**config.mk**
```make
export PLATFORM = sky130hd
export DESIGN_NAME = scheduled_fan_duty_controller
export DESIGN_NICKNAME = d
export VERILOG_FILES = /design/src/sfdc_pkg.sv /design/src/sfdc_div.sv /design/src/scheduled_fan_duty_controller.sv
export SDC_FILE = /design/constraint.sdc
export NUM_CORES = 1
export LEC_CHECK = 0
export ABC_AREA = 0
export BUFFER_PORTS_ARGS = -buffer_cell sky130_fd_sc_hd__buf_2
export CAP_MARGIN = 5
export CORE_UTILIZATION = 45
export CTS_BUF_LIST = sky130_fd_sc_hd__clkbuf_16
export DETAILED_ROUTE_END_ITERATION = 8
export HOLD_SLACK_MARGIN = 0.05
export MAX_ROUTING_LAYER = met4
export PLACE_DENSITY_LB_ADDON = 0.08
export SLEW_MARGIN = 20
export SYNTH_ARGS = -nofsm -noshare
export SYNTH_HDL_FRONTEND = slang
export SYNTH_SLANG_ARGS = --single-unit
export TNS_END_PERCENT = 5
```
**constraint.sdc**
```tcl
create_clock -name i_clk -period 8.13 [get_ports i_clk]
set_clock_uncertainty 0.1 [all_clocks]
set_input_delay 2.439 -clock i_clk [delete_from_list [all_inputs] [get_ports i_clk]]
set_output_delay 2.439 -clock i_clk [all_outputs]
set_load 0.02 [all_outputs]
```
**src/sfdc_pkg.sv**
```systemverilog
`timescale 1ns / 1ps
// shared types and constants for the scheduled fan duty controller
// no dependencies; imported by sfdc_div and scheduled_fan_duty_controller
package sfdc_pkg;

    localparam int CFG_IDX_W  = 3;
    localparam int CFG_DATA_W = 47;
    localparam int TEMP_W     = 12;
    localparam int MIN_W      = 11;
    localparam int DUTY_W     = 7;
    localparam int NUM_W      = 19;
    localparam int QUOT_W     = 7;
    localparam int RULE_REGS  = 3;

    localparam logic [CFG_IDX_W-1:0] REG_MODE   = 3'd0;
    localparam logic [CFG_IDX_W-1:0] REG_MANUAL = 3'd1;
    localparam logic [CFG_IDX_W-1:0] REG_RULE0  = 3'd2;

    localparam logic signed [TEMP_W-1:0] AUTO_TMIN = 12'sd240;
    localparam logic signed [TEMP_W-1:0] AUTO_TMAX = 12'sd400;
    localparam logic [DUTY_W-1:0]        DUTY_MAX  = 7'd100;

    typedef enum logic [1:0] {
        MODE_MANUAL,
        MODE_AUTO,
        MODE_SCHED,
        MODE_HOLD
    } t_mode;

    typedef struct packed {
        logic signed [TEMP_W-1:0] tmax;
        logic signed [TEMP_W-1:0] tmin;
        logic [MIN_W-1:0]         stop_min;
        logic [MIN_W-1:0]         open_min;
        logic                     active;
    } t_rule;

    // window wraps past midnight when start >= stop
    function automatic logic f_in_window(input logic [MIN_W-1:0] now,
                                         input logic [MIN_W-1:0] open_min,
                                         input logic [MIN_W-1:0] stop_min);
        logic hit;
        if (open_min < stop_min) begin
            hit = (now >= open_min) && (now < stop_min);
        end else begin
            hit = (now >= open_min) || (now < stop_min);
        end
        return hit;
    endfunction

endpackage

```
**src/sfdc_div.sv**
```systemverilog
`timescale 1ns / 1ps
// iterative restoring divider, one quotient bit per cycle, 7-bit quotient
// depends on sfdc_pkg; quotient must be known to fit in QUOT_W bits
module sfdc_div
    import sfdc_pkg::*;
(
    input  logic                  i_clk,
    input  logic                  i_rst_n,
    input  logic                  i_start,
    input  logic [NUM_W-1:0]      i_num,
    input  logic [TEMP_W-1:0]     i_den,
    output logic                  o_done,
    output logic [QUOT_W-1:0]     o_quot
);

    localparam int DIV_W = TEMP_W + QUOT_W - 1;

    logic                 r_busy;
    logic [2:0]           r_cnt;
    logic [NUM_W-1:0]     r_rem;
    logic [DIV_W-1:0]     r_div;
    logic [QUOT_W-1:0]    r_quot;
    logic                 r_done;

    logic                 w_ge;
    logic [NUM_W-1:0]     n_rem;

    assign w_ge  = r_rem >= NUM_W'(r_div);
    assign n_rem = w_ge ? (r_rem - NUM_W'(r_div)) : r_rem;

    always_ff @(posedge i_clk) begin
        if (!i_rst_n) begin
            r_busy <= 1'b0;
            r_done <= 1'b0;
            r_cnt  <= '0;
        end else begin
            r_done <= 1'b0;
            if (i_start) begin
                r_busy <= 1'b1;
                r_cnt  <= 3'(QUOT_W - 1);
            end else if (r_busy) begin
                r_cnt <= r_cnt - 3'd1;
                if (r_cnt == 3'd0) begin
                    r_busy <= 1'b0;
                    r_done <= 1'b1;
                end
            end
        end
    end

    always_ff @(posedge i_clk) begin
        if (i_start) begin
            r_rem  <= i_num;
            r_div  <= {i_den, (QUOT_W-1)'(0)};
            r_quot <= '0;
        end else if (r_busy) begin
            r_rem  <= n_rem;
            r_div  <= r_div >> 1;
            r_quot <= {r_quot[QUOT_W-2:0], w_ge};
        end
    end

    assign o_done = r_done;
    assign o_quot = r_quot;

endmodule

```
**src/scheduled_fan_duty_controller.sv**
```systemverilog
`timescale 1ns / 1ps
// Fan duty controller: takes one sensor word at a time and returns one duty word
// (0..100). Manual and hold modes go straight to the finish state. A ramp inside
// its band uses the 7-step shared restoring divider; scheduled mode checks the
// stored rules in order, up to min(NUM_RULES, 3) (at most 3 rules are stored). The
// input is not ready while a word is in work; the output register lets the next
// word enter while a finished duty waits to be taken.
// depends on sfdc_pkg and sfdc_div
module scheduled_fan_duty_controller
    import sfdc_pkg::*;
#(
    parameter int NUM_RULES = 3
) (
    input  logic                         i_clk,
    input  logic                         i_rst_n,
    input  logic                         i_cfg_we,
    input  logic [CFG_IDX_W-1:0]         i_cfg_idx,
    input  logic [CFG_DATA_W-1:0]        i_cfg_data,
    input  logic                         i_in_valid,
    output logic                         o_in_ready,
    input  logic signed [TEMP_W-1:0]     i_temperature,
    input  logic                         i_presence,
    input  logic                         i_time_valid,
    input  logic [MIN_W-1:0]             i_minute_of_day,
    output logic                         o_out_valid,
    input  logic                         i_out_ready,
    output logic [DUTY_W-1:0]            o_duty_percent
);

    localparam int RULE_STORE = (NUM_RULES < RULE_REGS) ? NUM_RULES : RULE_REGS;
    localparam int IDX_W      = (RULE_STORE > 1) ? $clog2(RULE_STORE) : 1;

    typedef enum logic [2:0] {
        ST_IDLE,
        ST_SCAN,
        ST_RAMP,
        ST_DIV,
        ST_FINISH
    } t_state;

    t_state                    r_state;
    t_mode                     r_mode;
    logic [7:0]                r_manual;
    t_rule                     r_rules [RULE_STORE];
    logic [DUTY_W-1:0]         r_last_duty;
    logic [DUTY_W-1:0]         r_result;
    logic [IDX_W-1:0]          r_idx;
    logic signed [TEMP_W-1:0]  r_temp;
    logic signed [TEMP_W-1:0]  r_tmin;
    logic signed [TEMP_W-1:0]  r_tmax;
    logic [MIN_W-1:0]          r_minute;
    logic                      r_out_valid;
    logic [DUTY_W-1:0]         r_out_duty;

    logic                      w_accept;
    logic                      w_out_free;
    t_rule                     w_rule;
    logic                      w_hit;
    logic                      w_t_low;
    logic                      w_t_high;
    logic signed [TEMP_W:0]    w_span;
    logic signed [TEMP_W:0]    w_diff;
    logic [NUM_W-1:0]          w_num;
    logic                      w_div_start;
    logic                      w_div_done;
    logic [QUOT_W-1:0]         w_quot;
    logic [DUTY_W-1:0]         w_manual_sat;

    assign o_in_ready   = (r_state == ST_IDLE);
    assign w_accept     = i_in_valid && o_in_ready;
    assign w_out_free   = !r_out_valid || i_out_ready;
    assign w_manual_sat = (r_manual > 8'(DUTY_MAX)) ? DUTY_MAX : r_manual[DUTY_W-1:0];

    assign w_rule = r_rules[r_idx];
    assign w_hit  = w_rule.active &&
                    f_in_window(r_minute, w_rule.open_min, w_rule.stop_min);

    assign w_t_low  = r_temp <= r_tmin;
    assign w_t_high = r_temp >= r_tmax;
    assign w_span   = (TEMP_W+1)'(r_tmax) - (TEMP_W+1)'(r_tmin);
    assign w_diff   = (TEMP_W+1)'(r_temp) - (TEMP_W+1)'(r_tmin);
    // (t - tmin) * 100, positive on the division path
    assign w_num    = NUM_W'(w_diff[TEMP_W-1:0]) * NUM_W'(100);
    assign w_div_start = (r_state == ST_RAMP) && !w_t_low && !w_t_high && (w_span > 13'sd1);

    sfdc_div u_div (
        .i_clk   (i_clk),
        .i_rst_n (i_rst_n),
        .i_start (w_div_start),
        .i_num   (w_num),
        .i_den   (w_span[TEMP_W-1:0]),
        .o_done  (w_div_done),
        .o_quot  (w_quot)
    );

    // configuration registers
    always_ff @(posedge i_clk) begin
        if (!i_rst_n) begin
            r_mode   <= MODE_MANUAL;
            r_manual <= '0;
            for (int g = 0; g < RULE_STORE; g++) begin
                r_rules[g] <= '0;
            end
        end else if (i_cfg_we) begin
            if (i_cfg_idx == REG_MODE) begin
                r_mode <= t_mode'(i_cfg_data[1:0]);
            end
            if (i_cfg_idx == REG_MANUAL) begin
                r_manual <= i_cfg_data[7:0];
            end
            for (int g = 0; g < RULE_STORE; g++) begin
                if (i_cfg_idx == REG_RULE0 + CFG_IDX_W'(g)) begin
                    r_rules[g] <= t_rule'(i_cfg_data);
                end
            end
        end
    end

    // sample capture
    always_ff @(posedge i_clk) begin
        if (w_accept) begin
            r_temp   <= i_temperature;
            r_minute <= i_minute_of_day;
        end
    end

    // sequencer
    always_ff @(posedge i_clk) begin
        if (!i_rst_n) begin
            r_state     <= ST_IDLE;
            r_last_duty <= '0;
            r_out_valid <= 1'b0;
            r_idx       <= '0;
        end else begin
            if (r_out_valid && i_out_ready) begin
                r_out_valid <= 1'b0;
            end
            case (r_state)
                ST_IDLE: begin
                    if (w_accept) begin
                        r_idx <= '0;
                        case (r_mode)
                            MODE_MANUAL: begin
                                r_result <= w_manual_sat;
                                r_state  <= ST_FINISH;
                            end
                            MODE_AUTO: begin
                                r_tmin   <= AUTO_TMIN;
                                r_tmax   <= AUTO_TMAX;
                                r_result <= '0;
                                r_state  <= i_presence ? ST_RAMP : ST_FINISH;
                            end
                            MODE_SCHED: begin
                                r_result <= '0;
                                r_state  <= (i_presence && i_time_valid) ? ST_SCAN
                                                                         : ST_FINISH;
                            end
                            default: begin
                                r_result <= r_last_duty;
                                r_state  <= ST_FINISH;
                            end
                        endcase
                    end
                end
                ST_SCAN: begin
                    if (w_hit) begin
                        r_tmin  <= w_rule.tmin;
                        r_tmax  <= w_rule.tmax;
                        r_state <= ST_RAMP;
                    end else if (r_idx == IDX_W'(RULE_STORE - 1)) begin
                        r_state <= ST_FINISH;
                    end else begin
                        r_idx <= r_idx + IDX_W'(1);
                    end
                end
                ST_RAMP: begin
                    if (w_t_low) begin
                        r_result <= '0;
                        r_state  <= ST_FINISH;
                    end else if (w_t_high || !w_div_start) begin
                        r_result <= DUTY_MAX;
                        r_state  <= ST_FINISH;
                    end else begin
                        r_state <= ST_DIV;
                    end
                end
                ST_DIV: begin
                    if (w_div_done) begin
                        r_result <= w_quot;
                        r_state  <= ST_FINISH;
                    end
                end
                ST_FINISH: begin
                    if (w_out_free) begin
                        r_out_valid <= 1'b1;
                        r_out_duty  <= r_result;
                        r_last_duty <= r_result;
                        r_state     <= ST_IDLE;
                    end
                end
                default: begin
                    r_state <= ST_IDLE;
                end
            endcase
        end
    end

    assign o_out_valid    = r_out_valid;
    assign o_duty_percent = r_out_duty;

    a_duty_range: assert property (@(posedge i_clk) disable iff (!i_rst_n)
        o_out_valid |-> o_duty_percent <= DUTY_MAX)
        else $error("duty word above 100");

    a_out_is_last: assert property (@(posedge i_clk) disable iff (!i_rst_n)
        o_out_valid |-> o_duty_percent == r_last_duty)
        else $error("shown duty differs from held duty");

    a_one_in_flight: assert property (@(posedge i_clk) disable iff (!i_rst_n)
        w_accept |=> !o_in_ready)
        else $error("second word accepted while busy");

    a_div_done_state: assert property (@(posedge i_clk) disable iff (!i_rst_n)
        w_div_done |-> r_state == ST_DIV)
        else $error("divider finished outside division state");

endmodule
```
Word level (Yosys, flattened, before mapping) --
Memory sizes are Yosys's and may differ from the RTL's. A register that Yosys moved wholly into a read port is not among the register bits. Cells that the tools add are included. Widths: inputs -> output; s select.
Word-level totals: memory bits (read-only) 0, register bits after elaboration 133, RAM bits 141, input port bits 80, output and inout port bits 9, memories 1, latch bits 0
Operators by class: add/sub/neg operators 5, $lt $le $gt $ge 8, mux-type cells 63, multipliers 1, bitwise operators 5, shift operators 0, div/mod/pow operators 0, reductions and logical operators 36, equal/unequal tests 20
Memory list:
- r_rules | words 3, bits a word 47, read ports 1, clocked after memory_dff 1, write ports 3, line scheduled_fan_duty_controller.sv:44 | t_rule r_rules [RULE_STORE];
Operators by type and width (number):
- $mux 47 | 3
- $mux 12 | 6
- $mux 19 | 3
- $pmux 12 s2 | 2
- $mux 18 | 2
- $mux 7 | 5
- $mux 3 | 11
- $lt 11x11->1 | 2
- $mux 1 | 21
- $pmux 7 s3 | 1
- $ge 19x18->1 | 1
- $sub 19x18->19 | 1
- $mul 12x5->17 const B | 1
- $pmux 3 s5 | 1
- $pmux 7 s2 | 1
- $gt 13x2->1 const B | 1
- $sub 12x12->13 | 1
- $eq 3x2->1 const B | 4
- $ge 12x12->1 | 1
- $le 12x12->1 | 1
- $sub 12x12->12 | 1
- $ge 11x11->1 | 1
- $mux 2 | 5
- $reduce_and 2->1 | 5
- other kinds (27) | 57

Depth between registers and ports, before layout --
Gate-level depths: netlist of run 1.
depth after elaboration 10, mapped depth 22, depth with buffers taken out 22

Modules after synthesis --
A second synthesis of run 1 with hierarchy kept.
Unflattened totals: cell total of the unflattened synthesis 1389, area, all modules 15424.8 sq um
By module, submodules not included:
- scheduled_fan_duty_controller | cells an instance 1049, area each 12304.3 sq um, times used 1
- sfdc_div | cells an instance 340, area each 3120.5 sq um, times used 1

Worst setup path before layout of run 1 --
OpenSTA, ideal clock, no wires.
path type input to register, start input port i_cfg_we, end memory r_rules[0][0] (netlist name) (enable), arrival time 6019 ps, cell stages on the path 3, setup time 517 ps, setup slack 1495 ps, buffers on the path 0, cells stage by stage nor2b_1 -> nand2_1 -> o21ai_0
RTL lines:
- start: declaration | line scheduled_fan_duty_controller.sv:16 | input logic i_cfg_we,
- end: declaration | line scheduled_fan_duty_controller.sv:44

Worst setup path after layout of run 1 --
start register r_tmin[1], end register u_div.r_rem[18], data pin
On the way: word-level cells in the longest chain between the ends 6, elaborated cells on any way between the ends 10, classes of those cells add/sub: 2; mul: 1; order compare: 2; mux: 1; reduce/logical: 4
Ends and longest elaborated chain:
- start: declaration | line scheduled_fan_duty_controller.sv:49 | logic signed [TEMP_W-1:0] r_tmin;
- start signal: assignment | line scheduled_fan_duty_controller.sv:167 | r_tmin <= w_rule.tmin;
- parallel branches: the longest is 5 deep, another holds $mul 12x5->17
- $mux 19 * | line sfdc_div.sv:52 | if (i_start) begin
- end signal: assignment | line sfdc_div.sv:53 | r_rem <= i_num;
- end signal: assignment | line sfdc_div.sv:57 | r_rem <= n_rem;
- end: declaration | line sfdc_div.sv:20 | logic [NUM_W-1:0] r_rem;
Every way passes the cells marked *. A chain may end at the register's enable or synchronous reset.

==> results of run 1 <==
worst paths after layout:
path,endpoint,start,slack (ns),cells after the start
worst max-delay path,u_div.r_rem[18],r_tmin[1],3.13,21
worst min-delay path,o_duty_percent[3],r_result[3],0.37,0
worst max register to register,u_div.r_rem[18],r_tmin[1],3.13,21
worst min register to register,o_duty_percent[3],r_result[3],0.37,0
kinds of logic (layout without fill, tap and decap cells):
logic type	after synthesis	count (layout)	synth area share, %
XOR/XNOR	41	41	2.37
flip-flops	276	276	51.7
AO/OA/AOI/OAI	291	291	12.7
adder cells (fa/ha/maj)	142	142	12.2
buffers and inverters	165	274	4.29
multiplexers	86	86	5.75
AND/OR/NAND/NOR	340	340	10.9
per-stage QoR:
step / utilization (%) / cell area [µm²]
2_1_floorplan: - / 15200
3_3_place_gp: 48.8 / 16000
3_5_place_dp: 48.8 / 16000
4_1_cts: 51.9 / 17000
5_1_grt: 51.9 / 17000
6_report: 51.9 / 17000
power breakdown:
group | internal (W) | switching (W) | total [W]
Clock | 0.000817 | 0.000565 | 0.00138
Combinational | 0.000430 | 0.000578 | 0.00101
Sequential | 0.00164 | 0.0000465 | 0.00169
critical path: stages, from the launching register on:
cell and delay [ns]:
edfxtp_1 0.47, inv_1 0.12, ha_1 0.25, nor2b_1 0.13
o21ai_0 0.19, a21boi_0 0.14, o21ai_0 0.22, nor2b_1 0.18
xnor2_1 0.20, ha_1 0.30, ha_1 0.28, inv_1 0.05
fa_1 0.52, inv_1 0.04, ha_1 0.32, or2_2 0.32
a21oi_1 0.14, nor2_1 0.07, a41oi_1 0.28, a21oi_1 0.12
xor2_1 0.16, a22o_1 0.17
Yosys cell counts (4+ instances only):
master	number
a211o_1	5
inv_1	119
o21a_1	18
o31ai_1	5
o211ai_1	11
nor3_1	16
a31oi_1	4
dfxtp_1	45
clkbuf_1	25
and2_1	51
ha_1	132
mux2i_1	78
xnor2_1	25
o21ai_1	7
buf_2	7
xor2_1	16
o21bai_1	5
a221oi_1	4
nand2_1	63
mux2_2	8
nor2_1	126
a211oi_1	12
o21ai_0	45
and3_1	7
a21o_1	24
o22ai_1	11
nand3_1	18
a21oi_1	91
edfxtp_1	231
or3_1	7
nor2b_1	13
fa_1	10
nand4_1	7
o2111ai_1	5
nand2b_1	13
buf_1	11
a22o_1	6
sequential cells by signal, summed over array words and instances, names as in the netlist, 3 cells and up, named ones only:
signal and flops:
o_duty_percent 7, r_minute 11, r_state 3, u_div.r_rem 19, u_div.r_div 18, r_result 7, r_manual 8, r_last_duty 7
u_div.o_quot 7, r_tmax 12, r_temp 12, r_tmin 12, r_rules 141, u_div.r_cnt 3
layer usage:
layer / global-route usage, % / share of wire, % / up-vias
met1: 27.1 / 46 / 4768
li1: - / - / 5050
met3: 2.13 / 2.7 / 58
met4: 7.31 / 3.3 / 0
met5: - / 0 / -
met2: 35.0 / 48 / 174
area by class of cell:
class / count / area (µm²) / share of cell area, %
clock inverters: 27 / 234 / 1.37
inverters: 119 / 447 / 2.62
multi-input cells: 900 / 6680 / 39.2
flip-flops and latches: 276 / 7840 / 46.0
clock buffers: 31 / 776 / 4.55
well taps: 442 / 553 / 3.25
repair buffers: 97 / 508 / 2.98
==> flow_summary.json, run 1 <==
{
  "die_h_um": 186,
  "status": "completed",
  "synth.area.top_cells": "edfxtp_1, ha_1, dfxtp_1",
  "clk_path_buf_depth": 3,
  "syn_inst": 1341,
  "setup_tns_ns": 0,
  "finalCritPeriodShare_pct": 61.5,
  "place_inst": 1834,
  "cts_tree": "built",
  "worstPathRequired_ns": 8.36,
  "final_common_cell": "edfxtp_1",
  "drc": 0,
  "max_freq_mhz": 200,
  "irDropWorstVdd_mv": 0.181,
  "p_total_w": 0.00408,
  "core_region_area_mm2": 0.0329,
  "period_needed_ns": 5.00,
  "drt_first_pass_iters": 5,
  "synth_cell_types": 72,
  "wirelength_um": 34300,
  "diodes": 0,
  "synth_top_cell_by_area": "edfxtp_1",
  "grt_pass1_vias": 9824,
  "cts_sinks": 276,
  "grt_pass1_wl_um": 54000,
  "ctsHtreeMaxLevel": 1,
  "post_cts_buffers": 0,
  "num_io_pins": 89,
  "crit_path_end_kind": "register",
  "fin_hold_ws_ns": 0.366,
  "critPathMaxFanout": 3,
  "grt_max_degree": 58,
  "yosys_warnings": 0,
  "fin_cells": 1892,
  "synth_flop_cell": "edfxtp_1",
  "antenna_found_initial": 0,
  "setup_viol": 0,
  "report.final.slew_viol_count": 0,
  "port_buffers": 88,
  "cts.repair.resized": 0,
  "vias_per_cell": 5.31,
  "n_fill_cell": 3028,
  "hold_class": "register to register",
  "drtAntennaViolNets": 0,
  "area_delta_synth_final_pct": 12.5,
  "die_w_um": 186,
  "worst_pin_slew_ns": 1.02,
  "worstSetupStartpointType": "register",
  "p_per_area_mw_per_mm2": 239,
  "power_leakage_nw": 6.87,
  "hold_viol": 0,
  "hpwlAfterDp_um": 25200,
  "rsz0062_at_grt": "false",
  "maxCapViolCount": 0,
  "cts_buffers": 31,
  "finalWorstSetupSlack_ns": 3.13,
  "start_util_pct": 46.1,
  "clk_transition_reported_paths_ns": 0.06,
  "dr.first_iter.drc_count": 522,
  "fin_nets": 1647,
  "clock-root-buffer": "clkbuf_16",
  "netlist.area_leader.share_pct": 45.8,
  "clock_latency_ns": 0.58,
  "async_reset_ff_share_pct": 0,
  "layout_common_cells": "edfxtp_1, ha_1, inv_1, nor2_1, a21oi_1",
  "synth_edf_count": 231,
  "vias": 10100,
  "grt-ovfl-total": 0,
  "crit_arrival_ns": 5.23,
  "fp-row-count": 66,
  "crit_type": "register to register",
  "synth-seq-cells": 276,
  "syn_area_per_cell_um2": 11.3,
  "holdBufCountCts": 0,
  "final_layout_size_suffix_gt1_share_pct": 11.8,
  "wl_per_cell_um": 18.1,
  "ys_seq_area_share_pct": 51.7,
  "place.gp.congestion": 0.875,
  "dp_slack_ns": 3.13,
  "syn_area_mm2": 0.0152,
  "die_area_mm2": 0.0344,
  "max_slew_margin_pct": 31.7,
  "grt_use_total_pct": 21.1,
  "mappedNetlistNets": 1563
}
No activity file was read; power rests on OpenSTA's default activity.
==> inputs of run 2 (changes only) <==
Clock period 8.13 ns to 4.3 ns, I/O delays scaled along.
==> flow_summary.json, run 2 (same netlist as run 1, synthesis figures left out) <==
{
  "core_region_area_mm2": 0.0329,
  "reg_top3": "r_rules: 141 flops, u_div.r_rem: 19 flops, u_div.r_div: 18 flops",
  "drtAntennaViolNets": 0,
  "port_buffers": 88,
  "top_register": "r_rules",
  "finalCritPeriodShare_pct": 106,
  "crit_path_start": "r_tmin[0]",
  "fin_hold_ws_ns": 0.354,
  "die_w_um": 186,
  "layout_common_cells": "edfxtp_1, ha_1, nor2_1, inv_1",
  "die_area_mm2": 0.0344,
  "vias": 10400,
  "drc": 0,
  "status": "finished with violations",
  "largest_reg_flops": 141,
  "maxCapViolCount": 0,
  "period_needed_ns": 4.56,
  "max_freq_mhz": 219,
  "power_leakage_nw": 7.31,
  "grt-ovfl-total": 0,
  "clk_transition_reported_paths_ns": 0.06,
  "hold_class": "register to register",
  "antenna_found_initial": 0,
  "hpwlAfterDp_um": 25800,
  "p_per_area_mw_per_mm2": 467,
  "start_util_pct": 46.1,
  "setup_viol": 6,
  "clock-root-buffer": "clkbuf_16",
  "wirelength_um": 34600,
  "final_common_cell": "edfxtp_1",
  "grt_use_total_pct": 21.1,
  "ctsHtreeMaxLevel": 1,
  "critPathMaxFanout": 4,
  "final_layout_size_suffix_gt1_share_pct": 19.5,
  "pwr-share-comb_pct": 32.4,
  "clk_path_buf_depth": 3,
  "clkPwrFrac_pct": 29.6,
  "irDropWorstVdd_mv": 0.368,
  "rsz0062_at_grt": "true",
  "cts_sinks": 276,
  "reg2reg_from": "r_tmin[0]",
  "grt_pass1_wl_um": 54400,
  "seqPwrFrac_pct": 38.0,
  "die_h_um": 186,
  "max_slew_margin_pct": 43.3,
  "cts_buffers": 31,
  "worstPathRequired_ns": 4.50,
  "swShare_pct": 30.0,
  "place.gp.congestion": 0.869,
  "finalWorstSetupSlack_ns": -0.256,
  "fin_nets": 1732,
  "worstSetupStartpointType": "register",
  "cts_tree": "built",
  "wl_per_cell_um": 17.5,
  "power_switching_w": 0.00252,
  "grt_max_degree": 48,
  "p_int_w": 0.00587,
  "crit_type": "register to register",
  "crit_arrival_ns": 4.75,
  "worst_pin_slew_ns": 0.838,
  "dr.first_iter.drc_count": 579,
  "grt_pass1_vias": 9964,
  "clock_latency_ns": 0.56,
  "num_io_pins": 89,
  "min_from": "r_result[4]",
  "area_delta_synth_final_pct": 18.6,
  "violations": "setup timing",
  "drt_first_pass_iters": 5,
  "hold_viol": 0,
  "report.final.slew_viol_count": 0,
  "crit_path_end_kind": "register",
  "diodes": 0,
  "vias_per_cell": 5.25,
  "fp-row-count": 66,
  "setup_tns_ns": -1.17
}
-- run 2: power groups by stage --
stage | logic, W | registers [W] | clock network [W]
finish | 0.00272 | 0.00319 | 0.00248
global route | 0.00304 | 0.00321 | 0.00265
detailed placement | 0.00226 | 0.00324 | 0
CTS | 0.00249 | 0.00319 | 0.00255
floorplan | 0.00145 | 0.00321 | 0
global placement | 0.00225 | 0.00324 | 0
-- run 2: cell type report --
cell class	instances	area, µm²
repair buffers	182	1200
inverters	119	447
clock buffers	31	776
multi-input cells	900	6960
clock inverters	27	188
fillers	2928	14900
flip-flops and latches	276	7840
well taps	442	553
-- run 2: final timing paths --
| kind | endpoint | slack [ns] | depth (start not counted) |
|---|---|---|---|
| max | u_div.r_rem[15] | -0.26 | 20 |
| min | o_duty_percent[4] | 0.35 | 0 |
| max reg2reg | u_div.r_rem[15] | -0.26 | 20 |
| min reg2reg | o_duty_percent[4] | 0.35 | 0 |
-- run 2: stage by stage --
step | setup slack, ns | cell area, µm² | power, W | cells | util [%]
after floorplan | -0.367 | 15200 | 0.00467 | 1341 | -
after detailed placement | -0.602 | 16600 | 0.00550 | 1909 | 50.6
after global placement | -0.557 | 16600 | 0.00548 | 1909 | 50.6
final | -0.256 | 18000 | 0.00839 | 1977 | 54.7
after global routing | -0.527 | 18000 | 0.00889 | 1977 | 54.7
after CTS | -0.248 | 17800 | 0.00823 | 1971 | 54.1
-- run 2: routing by layer --
layer | wire length, µm | track usage [%] | part of all wire (%) | vias to the layer above
li1 | - | - | - | 5218
met1 | 15700 | 26.7 | 46 | 4952
met2 | 16800 | 35.3 | 49 | 153
met3 | 1030 | 2.43 | 3.0 | 55
met4 | 1000 | 6.51 | 2.9 | 0
met5 | 0 | - | 0 | -
-- run 2: worst max-delay path, stage by stage, from the launching register on --
cell,delay (ns)
edfxtp_1,0.44
ha_4,0.20
fa_2,0.36
nor2b_1,0.11
o21ai_1,0.08
nand2_1,0.13
xor2_2,0.10
buf_4,0.14
buf_4,0.13
ha_1,0.27
ha_1,0.28
inv_1,0.05
fa_1,0.49
inv_1,0.06
ha_4,0.25
buf_4,0.15
o311a_1,0.36
a41oi_2,0.26
nand2b_1,0.10
xnor2_1,0.15
o22ai_1,0.09
-- run 2: repair_timing --
item | CTS | global route
resized for setup | 34 | 26
hold buffers | 0 | 0
cloned | 0 | 0
endpoints found under the setup margin | 7 | 8
pin swaps | 22 | 26
buffers inserted | 4 | 6
==> inputs of run 3 (changes only) <==
Settings changed: HOLD_SLACK_MARGIN 0.05 to 0.02, SYNTH_HIERARCHICAL set to 1.
==> flow_summary.json, run 3 <==
{
  "synth_top_cell_by_area": "edfxtp_1",
  "finalWorstSetupSlack_ns": -0.238,
  "syn_area_per_cell_um2": 11.1,
  "start_util_pct": 45.9,
  "vias": 10500,
  "crit_chain": "inv_2 -> ha_1 -> nor2b_2 -> o21ai_2 -> a21boi_2 -> o21ai_2 -> nor2b_4 -> xnor2_2 -> ha_1 -> ha_1 -> inv_1 -> fa_1 -> inv_1 -> ha_4 -> nor2b_2 -> o21a_1 -> o22ai_4 -> o21ai_2 -> o41ai_2 -> xnor2_1 -> nand2_1 -> o311ai_2",
  "synth_common_cells": "edfxtp_1, ha_1, nor2_1",
  "worst_pin_slew_ns": 0.857,
  "grt_pass1_wl_um": 54500,
  "syn_inst": 1389,
  "synth_edf_count": 233,
  "worstSetupStartpointType": "register",
  "drt_first_pass_iters": 5,
  "cts_buffers": 31,
  "place_area_mm2": 0.0168,
  "wl_per_cell_um": 16.8,
  "report.final.slew_viol_count": 0,
  "max_slew_margin_pct": 42.8,
  "grt_use_total_pct": 19.9,
  "layout_common_cells": "edfxtp_1, nor2_1, ha_1, inv_1, nand2_1",
  "max_freq_mhz": 220,
  "ctsHtreeMaxLevel": 1,
  "irDropWorstVdd_mv": 0.718,
  "rsz0062_at_grt": "true",
  "cts_sinks": 276,
  "crit_type": "register to register",
  "slowest_delay_ns": 0.49,
  "fin_nets": 1768,
  "yosys_warnings": 6,
  "die_h_um": 187,
  "clock_latency_ns": 0.56,
  "die_w_um": 187,
  "final_layout_size_suffix_gt1_share_pct": 20.5,
  "cpMaxStageDelayCell": "fa_1",
  "setup_viol": 5,
  "netlist.area_leader.share_pct": 45.4,
  "syn_area_mm2": 0.0154,
  "cts_tree": "built",
  "top_register": "r_rules",
  "reg_top3": "r_rules: 141 flops, u_div/r_rem: 19 flops, u_div/r_div: 18 flops",
  "drtAntennaViolNets": 0,
  "grt_pass1_vias": 10500,
  "async_reset_ff_share_pct": 0,
  "ys_seq_area_share_pct": 50.9,
  "synth.area.top_cells": "edfxtp_1, ha_1, dfxtp_1",
  "finalCritPeriodShare_pct": 106,
  "grt-ovfl-total": 0,
  "place.gp.congestion": 0.850,
  "setup_tns_ns": -0.770,
  "maxCapViolCount": 0,
  "hold_viol": 0,
  "critPathMaxFanout": 2,
  "yosysMostFrequentCell": "edfxtp_1",
  "crit_path_end_kind": "register",
  "port_buffers": 88,
  "largest_reg_flops": 141,
  "final_common_cell": "edfxtp_1",
  "drc": 0,
  "hold_class": "register to register",
  "power_leakage_nw": 7.30,
  "grt_max_degree": 55,
  "die_area_mm2": 0.0350,
  "n_fill_cell": 2967,
  "synth-seq-cells": 276,
  "clk_path_buf_depth": 3,
  "fp-row-count": 67,
  "num_io_pins": 89,
  "period_needed_ns": 4.54,
  "area_delta_synth_final_pct": 18.6,
  "synth_cell_types": 91,
  "worstPathRequired_ns": 4.48,
  "core_region_area_mm2": 0.0336,
  "vias_per_cell": 5.22,
  "final_area_mm2": 0.0183,
  "antenna_found_initial": 0,
  "clock-root-buffer": "clkbuf_16",
  "hpwlAfterDp_um": 24700,
  "p_per_area_mw_per_mm2": 656,
  "status": "finished with violations",
  "wirelength_um": 33900,
  "violations": "setup timing",
  "crit_arrival_ns": 4.72,
  "clk_transition_reported_paths_ns": 0.06,
  "synth_flop_cell": "edfxtp_1",
  "dr.first_iter.drc_count": 503,
  "diodes": 0
}
==> run 3: final cells by class <==
type                            count  area [µm²]  share of cell area (%)
Clock inverter                     27         220                    1.20
Inverter                          114         428                    2.34
Tap cell                          448         561                    3.06
Sequential cell                   276        7860                    43.0
Timing Repair Buffer              177        1130                    6.20
Clock buffer                       31         776                    4.24
Multi-Input combinational cell    945        7320                    40.0
==> run 3: logic make-up after synthesis <==
group           count (synthesis)  synth area share (%)
simple gates                  411                  13.0
flops                         276                  50.9
compound gates                260                  11.4
buf+inv                       169                  4.43
fa+ha+maj                     143                  12.1
mux                            90                  5.93
xor+xnor                       39                  2.21
other cells                     1                0.0243
==> run 3: critical path, delay by kind of cell (launching register included) <==
family | cells | cell delay (ns)
AO/OA/AOI/OAI | 8 | 1.30
XOR/XNOR | 2 | 0.24
adder cells (fa/ha/maj) | 5 | 1.48
buffers and inverters | 3 | 0.18
flip-flops | 1 | 0.40
AND/OR/NAND/NOR | 4 | 0.57
==> run 3: report_power, final <==
part           internal, W  total (W)  switching (W)
Clock              0.00154    0.00255        0.00102
Sequential         0.00317    0.00330       0.000133
Combinational      0.00318    0.00615        0.00298
==> run 3: timing repair <==
item,in CTS,in global routing
pin swaps,43,24
hold buffers,0,0
endpoints found under the setup margin,7,51
gates resized for setup,53,23
setup buffers,8,2
==> run 3: routing by layer <==
layer	wire, µm	share of wire (%)	track usage [%]
met5	0	0	-
met4	656	1.9	4.85
met1	15600	46	25.9
met3	1160	3.4	2.50
met2	16500	49	33.1
==> run 3: final timing paths <==
check             cells after the start   startpoint           endpoint  slack, ns
setup reg to reg                     22    r_tmin[1]    u_div/r_rem[18]      -0.24
setup / recovery                     22    r_tmin[1]    u_div/r_rem[18]      -0.24
hold / removal                        0  r_result[3]  o_duty_percent[3]       0.35
hold reg to reg                       0  r_result[3]  o_duty_percent[3]       0.35
==> run 3: per-stage QoR <==
stage / total power [W] / utilization [%] / hold WS [ns] / worst slack [ns] / std cells
after floorplan: 0.00645 / - / 0.326 / -0.326 / 1390
after global routing: 0.0129 / 54.4 / 0.370 / -0.461 / 2018
after global placement: 0.00810 / 50.0 / 0.335 / -0.576 / 1951
after CTS: 0.0118 / 54.0 / 0.351 / -0.328 / 2017
after detailed placement: 0.00811 / 50.0 / 0.338 / -0.623 / 1951
final: 0.0120 / 54.4 / 0.349 / -0.238 / 2018
